File: src/cpdc_pkg.sv
`timescale 1ns / 1ps
`default_nettype none
// ----------------------------------------------------------------------------
// cpdc_pkg: shared types and constants of the packet deframer
// Word widths, window depth, checksum seed and the header bit layout.
// ----------------------------------------------------------------------------
package cpdc_pkg;

    localparam int WORD_W     = 16;
    localparam int PKT_WORDS  = 6;
    localparam int HOLD_WORDS = PKT_WORDS - 1;
    localparam int FILL_W     = 3;
    localparam int ID_BITS    = 11;
    localparam int LEN_BITS   = 4;
    localparam int RTR_BIT    = 15;

    localparam logic [WORD_W-1:0] CSUM_SEED  = WORD_W'(1);
    localparam logic [FILL_W-1:0] FILL_EMPTY = FILL_W'(0);
    localparam logic [FILL_W-1:0] FILL_FULL  = FILL_W'(HOLD_WORDS);

    typedef logic [WORD_W-1:0] t_word;

    // a complete, checked frame as it leaves the window
    typedef struct packed {
        t_word hdr;
        t_word w1;
        t_word w2;
        t_word w3;
        t_word w4;
    } t_frame;

endpackage
`default_nettype wire

File: src/cpdc_window.sv
`timescale 1ns / 1ps
`default_nettype none
// ----------------------------------------------------------------------------
// cpdc_window: word window and checksum test
// Holds up to five earlier words, appends the new one and checks for a frame.
// ----------------------------------------------------------------------------
module cpdc_window (
    input  wire logic             i_clk,
    input  wire logic             i_rst_n,
    input  wire logic             i_fire,
    input  wire cpdc_pkg::t_word  i_word,
    output logic                  o_hit,
    output cpdc_pkg::t_frame      o_frame
);

    cpdc_pkg::t_word                 r_win [cpdc_pkg::HOLD_WORDS];
    cpdc_pkg::t_word                 n_win [cpdc_pkg::HOLD_WORDS];
    logic [cpdc_pkg::FILL_W-1:0]     r_fill;
    logic [cpdc_pkg::FILL_W-1:0]     n_fill;
    logic                            full;
    cpdc_pkg::t_word                 sum;

    // fill above five is treated as five
    assign full = (r_fill >= cpdc_pkg::FILL_FULL);

    always_comb begin
        sum = cpdc_pkg::CSUM_SEED;
        for (int i = 0; i < cpdc_pkg::HOLD_WORDS; i++) begin
            sum = cpdc_pkg::t_word'(sum + r_win[i]);
        end
    end

    assign o_hit = full && (r_win[0] != '0) && (sum == i_word);

    assign o_frame.hdr = r_win[0];
    assign o_frame.w1  = r_win[1];
    assign o_frame.w2  = r_win[2];
    assign o_frame.w3  = r_win[3];
    assign o_frame.w4  = r_win[4];

    always_comb begin
        n_win  = r_win;
        n_fill = r_fill;
        if (!full) begin
            for (int i = 0; i < cpdc_pkg::HOLD_WORDS; i++) begin
                if (r_fill == cpdc_pkg::FILL_W'(i)) begin
                    n_win[i] = i_word;
                end
            end
            n_fill = cpdc_pkg::FILL_W'(r_fill + 1'b1);
        end else if (o_hit) begin
            // frame taken: window starts afresh
            for (int i = 0; i < cpdc_pkg::HOLD_WORDS; i++) begin
                n_win[i] = '0;
            end
            n_fill = cpdc_pkg::FILL_EMPTY;
        end else begin
            // drop the head word only
            for (int i = 0; i < cpdc_pkg::HOLD_WORDS - 1; i++) begin
                n_win[i] = r_win[i+1];
            end
            n_win[cpdc_pkg::HOLD_WORDS-1] = i_word;
            n_fill = cpdc_pkg::FILL_FULL;
        end
    end

    always_ff @(posedge i_clk) begin
        if (!i_rst_n) begin
            r_fill <= cpdc_pkg::FILL_EMPTY;
            for (int i = 0; i < cpdc_pkg::HOLD_WORDS; i++) begin
                r_win[i] <= '0;
            end
        end else if (i_fire) begin
            r_fill <= n_fill;
            r_win  <= n_win;
        end
    end

endmodule
`default_nettype wire

File: src/cpdc_frame_reg.sv
`timescale 1ns / 1ps
`default_nettype none
// ----------------------------------------------------------------------------
// cpdc_frame_reg: result register
// Splits the header into its fields and holds the frame until it is taken.
// ----------------------------------------------------------------------------
module cpdc_frame_reg (
    input  wire logic                            i_clk,
    input  wire logic                            i_rst_n,
    input  wire logic                            i_load,
    input  wire logic                            i_hit,
    input  wire cpdc_pkg::t_frame                i_frame,
    input  wire logic                            i_stall,
    output logic                                 o_valid,
    output logic [cpdc_pkg::ID_BITS-1:0]         o_can_id,
    output logic [cpdc_pkg::LEN_BITS-1:0]        o_length_code,
    output logic                                 o_remote_request,
    output cpdc_pkg::t_word                      o_payload_half_1,
    output cpdc_pkg::t_word                      o_payload_half_2,
    output cpdc_pkg::t_word                      o_payload_half_3,
    output cpdc_pkg::t_word                      o_payload_half_4
);

    logic r_valid;
    logic free;

    assign free    = !r_valid || !i_stall;
    assign o_valid = r_valid;

    always_ff @(posedge i_clk) begin
        if (!i_rst_n) begin
            r_valid <= 1'b0;
        end else if (free) begin
            r_valid <= i_load && i_hit;
        end
    end

    always_ff @(posedge i_clk) begin
        if (free && i_load && i_hit) begin
            o_can_id         <= i_frame.hdr[cpdc_pkg::ID_BITS-1:0];
            o_length_code    <= ~i_frame.hdr[cpdc_pkg::RTR_BIT-1:cpdc_pkg::ID_BITS];
            o_remote_request <= i_frame.hdr[cpdc_pkg::RTR_BIT];
            o_payload_half_1 <= i_frame.w2;
            o_payload_half_2 <= i_frame.w1;
            o_payload_half_3 <= i_frame.w4;
            o_payload_half_4 <= i_frame.w3;
        end
    end

endmodule
`default_nettype wire

File: src/can_packet_deframer_checksum_core.sv
`timescale 1ns / 1ps
`default_nettype none
// ----------------------------------------------------------------------------
// can_packet_deframer_checksum_core: serial half-word to frame deframer
// Finds six-word frames with a nonzero header and a checksum word in a
// stream of 16-bit words and emits the parsed frame.
// ----------------------------------------------------------------------------
// One received word is taken per clock cycle when the output side keeps up.
// A word waits in the input register, then the window logic appends
// it, forms 1 plus the wrapping sum of the five held words and compares it
// with the new word combinationally; that adder chain and compare set the
// clock. A frame is loaded into the result register at the edge where its
// checksum word leaves the input register. Words that do not end a frame
// produce no output transaction. When a frame waits on a stalled output,
// the input register still takes one more word, then o_stall rises until
// the frame is taken.
// ----------------------------------------------------------------------------
module can_packet_deframer_checksum_core (
    input  wire logic                            i_clk,
    input  wire logic                            i_rst_n,
    // received word transactions
    input  wire logic                            i_valid,
    output logic                                 o_stall,
    input  wire cpdc_pkg::t_word                 i_rx_word,
    // frame transactions
    output logic                                 o_valid,
    input  wire logic                            i_stall,
    output logic [cpdc_pkg::ID_BITS-1:0]         o_can_id,
    output logic [cpdc_pkg::LEN_BITS-1:0]        o_length_code,
    output logic                                 o_remote_request,
    output cpdc_pkg::t_word                      o_payload_half_1,
    output cpdc_pkg::t_word                      o_payload_half_2,
    output cpdc_pkg::t_word                      o_payload_half_3,
    output cpdc_pkg::t_word                      o_payload_half_4
);

    // input register
    logic               r_in_valid;
    cpdc_pkg::t_word    r_in_word;

    logic               out_free;   // result register can take a new frame
    logic               fire;       // the held word is processed this cycle
    logic               in_take;    // a word transaction completes
    logic               hit;
    cpdc_pkg::t_frame   frame;

    assign out_free = !o_valid || !i_stall;
    assign fire     = r_in_valid && out_free;
    // input register frees up when its word moves on
    assign o_stall  = r_in_valid && !out_free;
    assign in_take  = i_valid && !o_stall;

    always_ff @(posedge i_clk) begin
        if (!i_rst_n) begin
            r_in_valid <= 1'b0;
        end else if (!o_stall) begin
            r_in_valid <= i_valid;
        end
    end

    always_ff @(posedge i_clk) begin
        if (in_take) begin
            r_in_word <= i_rx_word;
        end
    end

    // window, checksum and frame decision
    cpdc_window u_window (
        .i_clk   (i_clk),
        .i_rst_n (i_rst_n),
        .i_fire  (fire),
        .i_word  (r_in_word),
        .o_hit   (hit),
        .o_frame (frame)
    );

    // field split and result register
    cpdc_frame_reg u_frame_reg (
        .i_clk            (i_clk),
        .i_rst_n          (i_rst_n),
        .i_load           (fire),
        .i_hit            (hit),
        .i_frame          (frame),
        .i_stall          (i_stall),
        .o_valid          (o_valid),
        .o_can_id         (o_can_id),
        .o_length_code    (o_length_code),
        .o_remote_request (o_remote_request),
        .o_payload_half_1 (o_payload_half_1),
        .o_payload_half_2 (o_payload_half_2),
        .o_payload_half_3 (o_payload_half_3),
        .o_payload_half_4 (o_payload_half_4)
    );

endmodule
`default_nettype wire

File: config.mk
export PLATFORM = sky130hd
export DESIGN_NAME = can_packet_deframer_checksum_core
export DESIGN_NICKNAME = d
export VERILOG_FILES = /design/src/cpdc_pkg.sv /design/src/cpdc_window.sv /design/src/cpdc_frame_reg.sv /design/src/can_packet_deframer_checksum_core.sv
export SDC_FILE = /design/constraint.sdc
export NUM_CORES = 1
export LEC_CHECK = 0
export ABC_AREA = 0
export BUFFER_PORTS_ARGS = -buffer_cell sky130_fd_sc_hd__buf_2
export CAP_MARGIN = 25
export CORE_MARGIN = 3
export CORE_UTILIZATION = 53
export CTS_CLUSTER_SIZE = 8
export DETAILED_ROUTE_END_ITERATION = 6
export PLACE_DENSITY_LB_ADDON = 0.05
export SLEW_MARGIN = 20
export SYNTH_ARGS = -nofsm -noshare
export SYNTH_HDL_FRONTEND = slang
export SYNTH_SLANG_ARGS = --single-unit
File: constraint.sdc
create_clock -name i_clk -period 9.5 [get_ports i_clk]
set_clock_uncertainty 0.1 [all_clocks]
set_input_delay 0.475 -clock i_clk [delete_from_list [all_inputs] [get_ports i_clk]]
set_output_delay 0.475 -clock i_clk [all_outputs]
set_load 0.03 [all_outputs]
[Yosys cells after proc, flatten, opt, wreduce, memory -nomap -nowiden]
Cells that the tools add are included.
Cells by class
  $add $sub $neg: 6
  multipliers: 0
  divide/modulo/power cells: 0
  magnitude comparators: 1
  equal/unequal tests: 5
  shifts and indexed selects: 0
  muxes and demuxes: 9
  bitwise gates (word level): 1
  reductions and logical operators: 25
Operator list (count)
  $mux W80: 2
  $mux W16: 5
  $add A16 B16 Y16: 4
  $add A1 B16 Y16 const A: 1
  $eq A16 B16 Y1: 1
  $reduce_bool A16 Y1: 1
  $reduce_and A2 Y1: 5
  $reduce_bool A2 Y1: 5
  $logic_and A1 B1 Y1: 8
  $eq A3 B2 Y1 const B: 2
  $mux W3: 2
  $logic_not A1 Y1: 4
  $not A4 Y4: 1
  $add A3 B1 Y3 const B: 1
  $eq A3 B1 Y1 const B: 1
  $eq A3 B3 Y1 const B: 1
  $ge A3 B3 Y1 const B: 1
  $logic_not A3 Y1: 1
  $logic_or A1 B1 Y1: 1
Word-level totals
  flip-flop bits (word level): 181
  bits in latches: 0
  bits in writable memories: 0
  bits in read-only memories: 0
  bits of input ports: 20
  logic and storage cells: 63
  memories kept: 0

[Logic depth before layout (Yosys ltp)]
  word-level depth: 9
  mapped depth: 18
  mapped depth without buffers: 16

[Modules after synthesis]
From an unflattened synthesis, not the netlist that was laid out.
Second synthesis, totals
  cell total of the unflattened synthesis: 883
  area, all modules: 9038.7 sq um
Modules (own cells, without submodules)
  cpdc_window: times used 1, cells each 773, area an instance 6044.5 sq um, sequential area each 1661.6 sq um
  cpdc_frame_reg: times used 1, cells each 89, area an instance 2461.1 sq um, sequential area each 2422.3 sq um
  can_packet_deframer_checksum_core: times used 1, cells each 21, area an instance 533.0 sq um, sequential area each 500.5 sq um

[Worst setup path before layout]
Ideal clock, no wire load.
  kind: register to register
  start point: reg u_window.r_win (netlist bit u_window.o_frame[1])
  end point: reg u_frame_reg.o_can_id[0] (netlist name) (enable)
  setup time: 521 ps
  arrival time: 8245 ps
  required time: 8879 ps
  slack: 634 ps
  stages on the path, launching flop included: 17
  buffers on the path: 2
  cells stage by stage: dfxtp_1 > fa_1 > fa_1 > fa_1 > ha_1 > inv_1 > fa_1 > nor2b_1 > o2111ai_2 > a21oi_1 > mux2_1 > nor4_1 > or4b_1 > or4_1 > buf_6 > buf_8 > nor2_1
On the way
  word-level cells in the longest chain between the ends: 4
RTL lines
  start, declared: RTL line cpdc_window.sv:16  | cpdc_pkg::t_word r_win [cpdc_pkg::HOLD_WORDS];
  start signal, assigned: RTL line cpdc_window.sv:75  | r_win <= n_win;
  $add A16 B16 Y16: RTL line cpdc_window.sv:29  | sum = cpdc_pkg::t_word'(sum + r_win[i]);
  $eq A16 B16 Y1: RTL line cpdc_window.sv:33  | assign o_hit = full && (r_win[0] != '0) && (sum == i_word);
  $logic_and A1 B1 Y1: RTL line cpdc_window.sv:33
  $logic_and A1 B1 Y1: RTL line cpdc_frame_reg.sv:39  | if (free && i_load && i_hit) begin
  end signal, assigned: RTL line cpdc_frame_reg.sv:40  | o_can_id <= i_frame.hdr[cpdc_pkg::ID_BITS-1:0];
  end, declared: RTL line cpdc_frame_reg.sv:15  | output logic [cpdc_pkg::ID_BITS-1:0] o_can_id,
Every way passes these cells.
A chain may end at the register's enable or synchronous reset.

[Worst setup path in the final report]
  start point: reg u_window.r_win (netlist bit u_window.o_frame[1])
  end point: reg u_frame_reg.o_payload_half_2[7] (enable)
On the way
  word-level cells in the longest chain between the ends: 4
RTL lines
  $add A16 B16 Y16: RTL line cpdc_window.sv:29
  $eq A16 B16 Y1: RTL line cpdc_window.sv:33
  $logic_and A1 B1 Y1: RTL line cpdc_window.sv:33
  $logic_and A1 B1 Y1: RTL line cpdc_frame_reg.sv:39
  end signal, assigned: RTL line cpdc_frame_reg.sv:44  | o_payload_half_2 <= i_frame.w1;
  end, declared: RTL line cpdc_frame_reg.sv:19  | output cpdc_pkg::t_word o_payload_half_2,
Every way passes these cells.

==> summary.md <==
| Metric | Value |
|---|---|
| Layout cell share with drive strength beyond 1 | `17.6%` |
| Worst slew margin | `29.0%` |
| Power Dens Cells | `160 nW/um2` |
| CTS resizes | `0` |
| Async set-reset flop share out of synthesis | `0%` |
| Setup violators final | `0` |
| Post-layout min period | `6.20 ns` |
| Port Buffers | `101` |
| Bufs on Longest Clock Path | `2` |
| Yosys top cell area share | `32.2%` |
| WP data arrival | `6.21 ns` |
| Syn nets | `880` |
| Crit path to | `u_frame_reg.o_payload_half_2[7]$_DFFE_PP_` |
| Postcts setup bufs | `0` |
| Htree depth | `4` |
| Worst reg2reg setup slack | `3.30 ns` |
| Worst setup EP type | `flop` |
| Worst slew pin tran | `1.06 ns` |
| GPL Wtd Cong | `0.915` |
| Worst Setup SP | `u_window.o_frame[1]$_SDFFE_PN0P_` |
| Max Slew Vio Count | `0` |
| Setup_tns | `0 ns` |
| Antenna cell count | `0` |
| Post-synthesis average cell area | `11.2 um2` |
| Total number of vias | `6664` |
| Worst r2r src | `u_window.o_frame[1]$_SDFFE_PN0P_` |
| Status | `completed` |
| WHS Path Cells | `1` |
| Setup crit start kind | `flop` |
| Drt pass-1 iters | `4` |
| Core region area | `16200 um2` |
| Critical path required time | `9.51 ns` |
| GRT Total Usage | `25.4%` |
| Vias in the first global route | `6446` |
| Worst flop-to-flop path endpoint | `u_frame_reg.o_payload_half_2[7]$_DFFE_PP_` |
| Largest net degree at the start of global routing | `87` |
| CP most frequent cell | `fa_1` |
| Die area | `18500 um2` |
| Maximum operating frequency | `0.161 GHz` |
| ANT nets after route | `0` |
| First-pass GRT wire length | `35700 um` |
| Area growth from synthesis to layout | `14.4%` |
| Worst slack at placement | `3.35 ns` |
| CP Class | `flop to flop` |
| Reg clk slew, reported paths | `0.07 ns` |
| Top FF cell, synth | `edfxtp_1` |
| Clock latency on the worst-skew pair | `0.43 ns` |
| Final global-route overflow total | `0` |
| Final Cycle Share | `65.2%` |
| Core Rows | `46` |
| Post-CTS Hold Fix Bufs | `0` |
| Final Net Count | `970` |
| Die Y-Extent | `136 um` |
| Worst VDD drop | `0.000125 V` |
| Max-capacitance violation count | `0` |
| Root buffer cell | `clkbuf_16` |
| HPWL after DPL | `15700 um` |
| EDFF count, synth | `96` |
| Yosys top cell by area | `edfxtp_1` |
| Crit-path cells | `fa_1 > fa_1 > fa_1 > ha_1 > inv_1 > fa_1 > nor2b_1 > o2111ai_2 > a21oi_1 > mux2_1 > nor4_1 > or4b_1 > or4_1 > nor2_4 > buf_12` |
| Crit Path Max Fanout | `42` |
| # DRC | `0` |
| DR iter-0 viols | `554` |
| Synth cell types | `62` |
| Num ports | `102` |
| Antenna violations before repair | `0` |
| Number of vias per cell | `5.98` |
| Register-to-Register Path Depth | `15` |
| Total power | `1640 uW` |
| Post-Syn Area | `8940 um2` |
| Yosys warns | `0` |
| Hold crit path type | `primary input to flop` |
| Initial Util | `55.3%` |
| Seq/Total Area, Yosys | `51.3%` |
| Slowest stage delay, CP | `0.61 ns` |
| RSZ-0062 raised after global routing | `no` |
| Routed len/inst | `20.3 um` |
| Cts bufs inserted | `17` |
| Worst setup margin | `3.30 ns` |
| TritonCTS clock tree | `yes` |
| Leakage | `0.00397 uW` |
| Slowest-stage cell, CP | `or4_1` |
| Flop and latch count out of synthesis | `181` |
| Synth top area cells | `edfxtp_1 (32%), dfxtp_1 (19%), fa_1 (9.9%)` |
| Clock sinks | `181` |
| Total Routed Length | `22600 um` |
| Final hold viol count | `0` |
| Synth Instances | `796` |
| Die width | `136 um` |
[worst min-delay path by stage]
stage                                 startpoint                                   endpoint
3_3_place_gp    u_window.o_frame[0]$_SDFFE_PN0P_  u_frame_reg.o_payload_half_3[0]$_DFFE_PP_
3_5_place_dp   u_window.o_frame[32]$_SDFFE_PN0P_  u_frame_reg.o_payload_half_1[0]$_DFFE_PP_
2_1_floorplan  u_window.o_frame[48]$_SDFFE_PN0P_  u_frame_reg.o_payload_half_2[0]$_DFFE_PP_
6_report                            i_rx_word[3]                     r_in_word[3]$_DFFE_PP_
4_1_cts                             i_rx_word[3]                     r_in_word[3]$_DFFE_PP_
5_1_grt                             i_rx_word[1]                     r_in_word[1]$_DFFE_PP_
[cell families after synthesis]
logic type               share of synthesized area [%]
AO/OA/AOI/OAI                                     14.5
buffers and inverters                             3.61
AND/OR/NAND/NOR                                   14.6
XOR/XNOR                                          3.11
flip-flops                                        51.3
multiplexers                                     0.364
adder cells (fa/ha/maj)                           12.6
[stage by stage]
| stage | util, % | cell area [um2] | hold slack [ns] | std cells |
|---|---|---|---|---|
| global placement | 59.6 | 9640 | 0.372 | 1081 |
| CTS | 63.2 | 10200 | 0.103 | 1114 |
| finish | 63.3 | 10200 | 0.116 | 1115 |
| detailed placement | 59.7 | 9660 | 0.385 | 1082 |
| global route | 63.3 | 10200 | 0.106 | 1115 |
| floorplan | - | 8940 | 0.353 | 796 |
[layout by cell type (no fill, tap or decap), types with 3 or more instances in the layout]
cell type  instances
nor2_1            75
a211oi_1           3
xor2_1             9
nor2b_1           20
inv_6              3
nor3b_1           50
ha_1              20
fa_1              44
nor4_1             7
buf_2            101
clkinv_4           3
and2_1             6
clkbuf_16         17
dfxtp_1           85
xnor2_1           19
a21oi_1          129
nand2_1           19
nand2b_1           5
inv_1             30
edfxtp_1          96
a31oi_1            3
a21o_1             3
buf_4             11
a22o_1            32
and3_1            22
nor3_1             7
o21ai_0           11
nand3_1            7
nand3b_1           3
nand4_1            4
[critical path, delay by kind of cell, from the launching register on]
kind | cells | cell delay, ns
flops | 1 | 0.37
mux | 1 | 0.38
buf+inv | 2 | 0.35
fa+ha+maj | 5 | 2.14
simple gates | 5 | 1.95
compound gates | 2 | 0.55
[layout make-up]
type | instances | area, um2
Tap cell | 216 | 270
Clock buffer | 18 | 429
Inverter | 30 | 113
Clock inverter | 14 | 126
Sequential cell | 181 | 4580
Multi-Input combinational cell | 541 | 4070
Timing Repair Buffer | 115 | 639
Fill cell | 1309 | 5940
[metal layers]
layer	GRT usage [%]	up-vias	part of all wire, %
met4	7.50	0	2.4
met5	0	-	0
li1	-	3054	-
met1	36.8	3301	45
met2	39.3	265	46
met3	4.66	44	6.5
[cells in the mapped netlist (4+ instances only)]
cell type    n
nand2_1     19
nor4_1       7
nor3_1       9
nor2b_1     21
buf_1        6
o21ai_0     11
inv_1       30
a22o_1      32
nand3_1      7
dfxtp_1     85
xor2_1       9
fa_1        44
ha_1        20
edfxtp_1    96
xnor2_1     19
and3_1      22
clkbuf_1    31
nand2b_1     5
nor3b_1     50
a21oi_1    129
nor2_1      76
nand4_1      4
and2_1       6
[report_power, final]
part	internal [uW]	switching, uW
sequential	830	18.9
clock	363	306
combinational	49.8	71.4
total	1240	396
[registers in the layout, summed over array words and instances, names as in the netlist]
register / count
u_frame_reg.o_valid: 1
u_frame_reg.o_payload_half_1: 16
u_frame_reg.o_payload_half_4: 16
u_frame_reg.o_length_code: 4
r_in_word: 16
r_in_valid: 1
u_frame_reg.o_payload_half_3: 16
u_frame_reg.o_remote_request: 1
u_frame_reg.o_payload_half_2: 16
u_window.r_fill: 3
u_window.o_frame: 80
u_frame_reg.o_can_id: 11
Note: power is estimated with default switching activity, not from simulation.
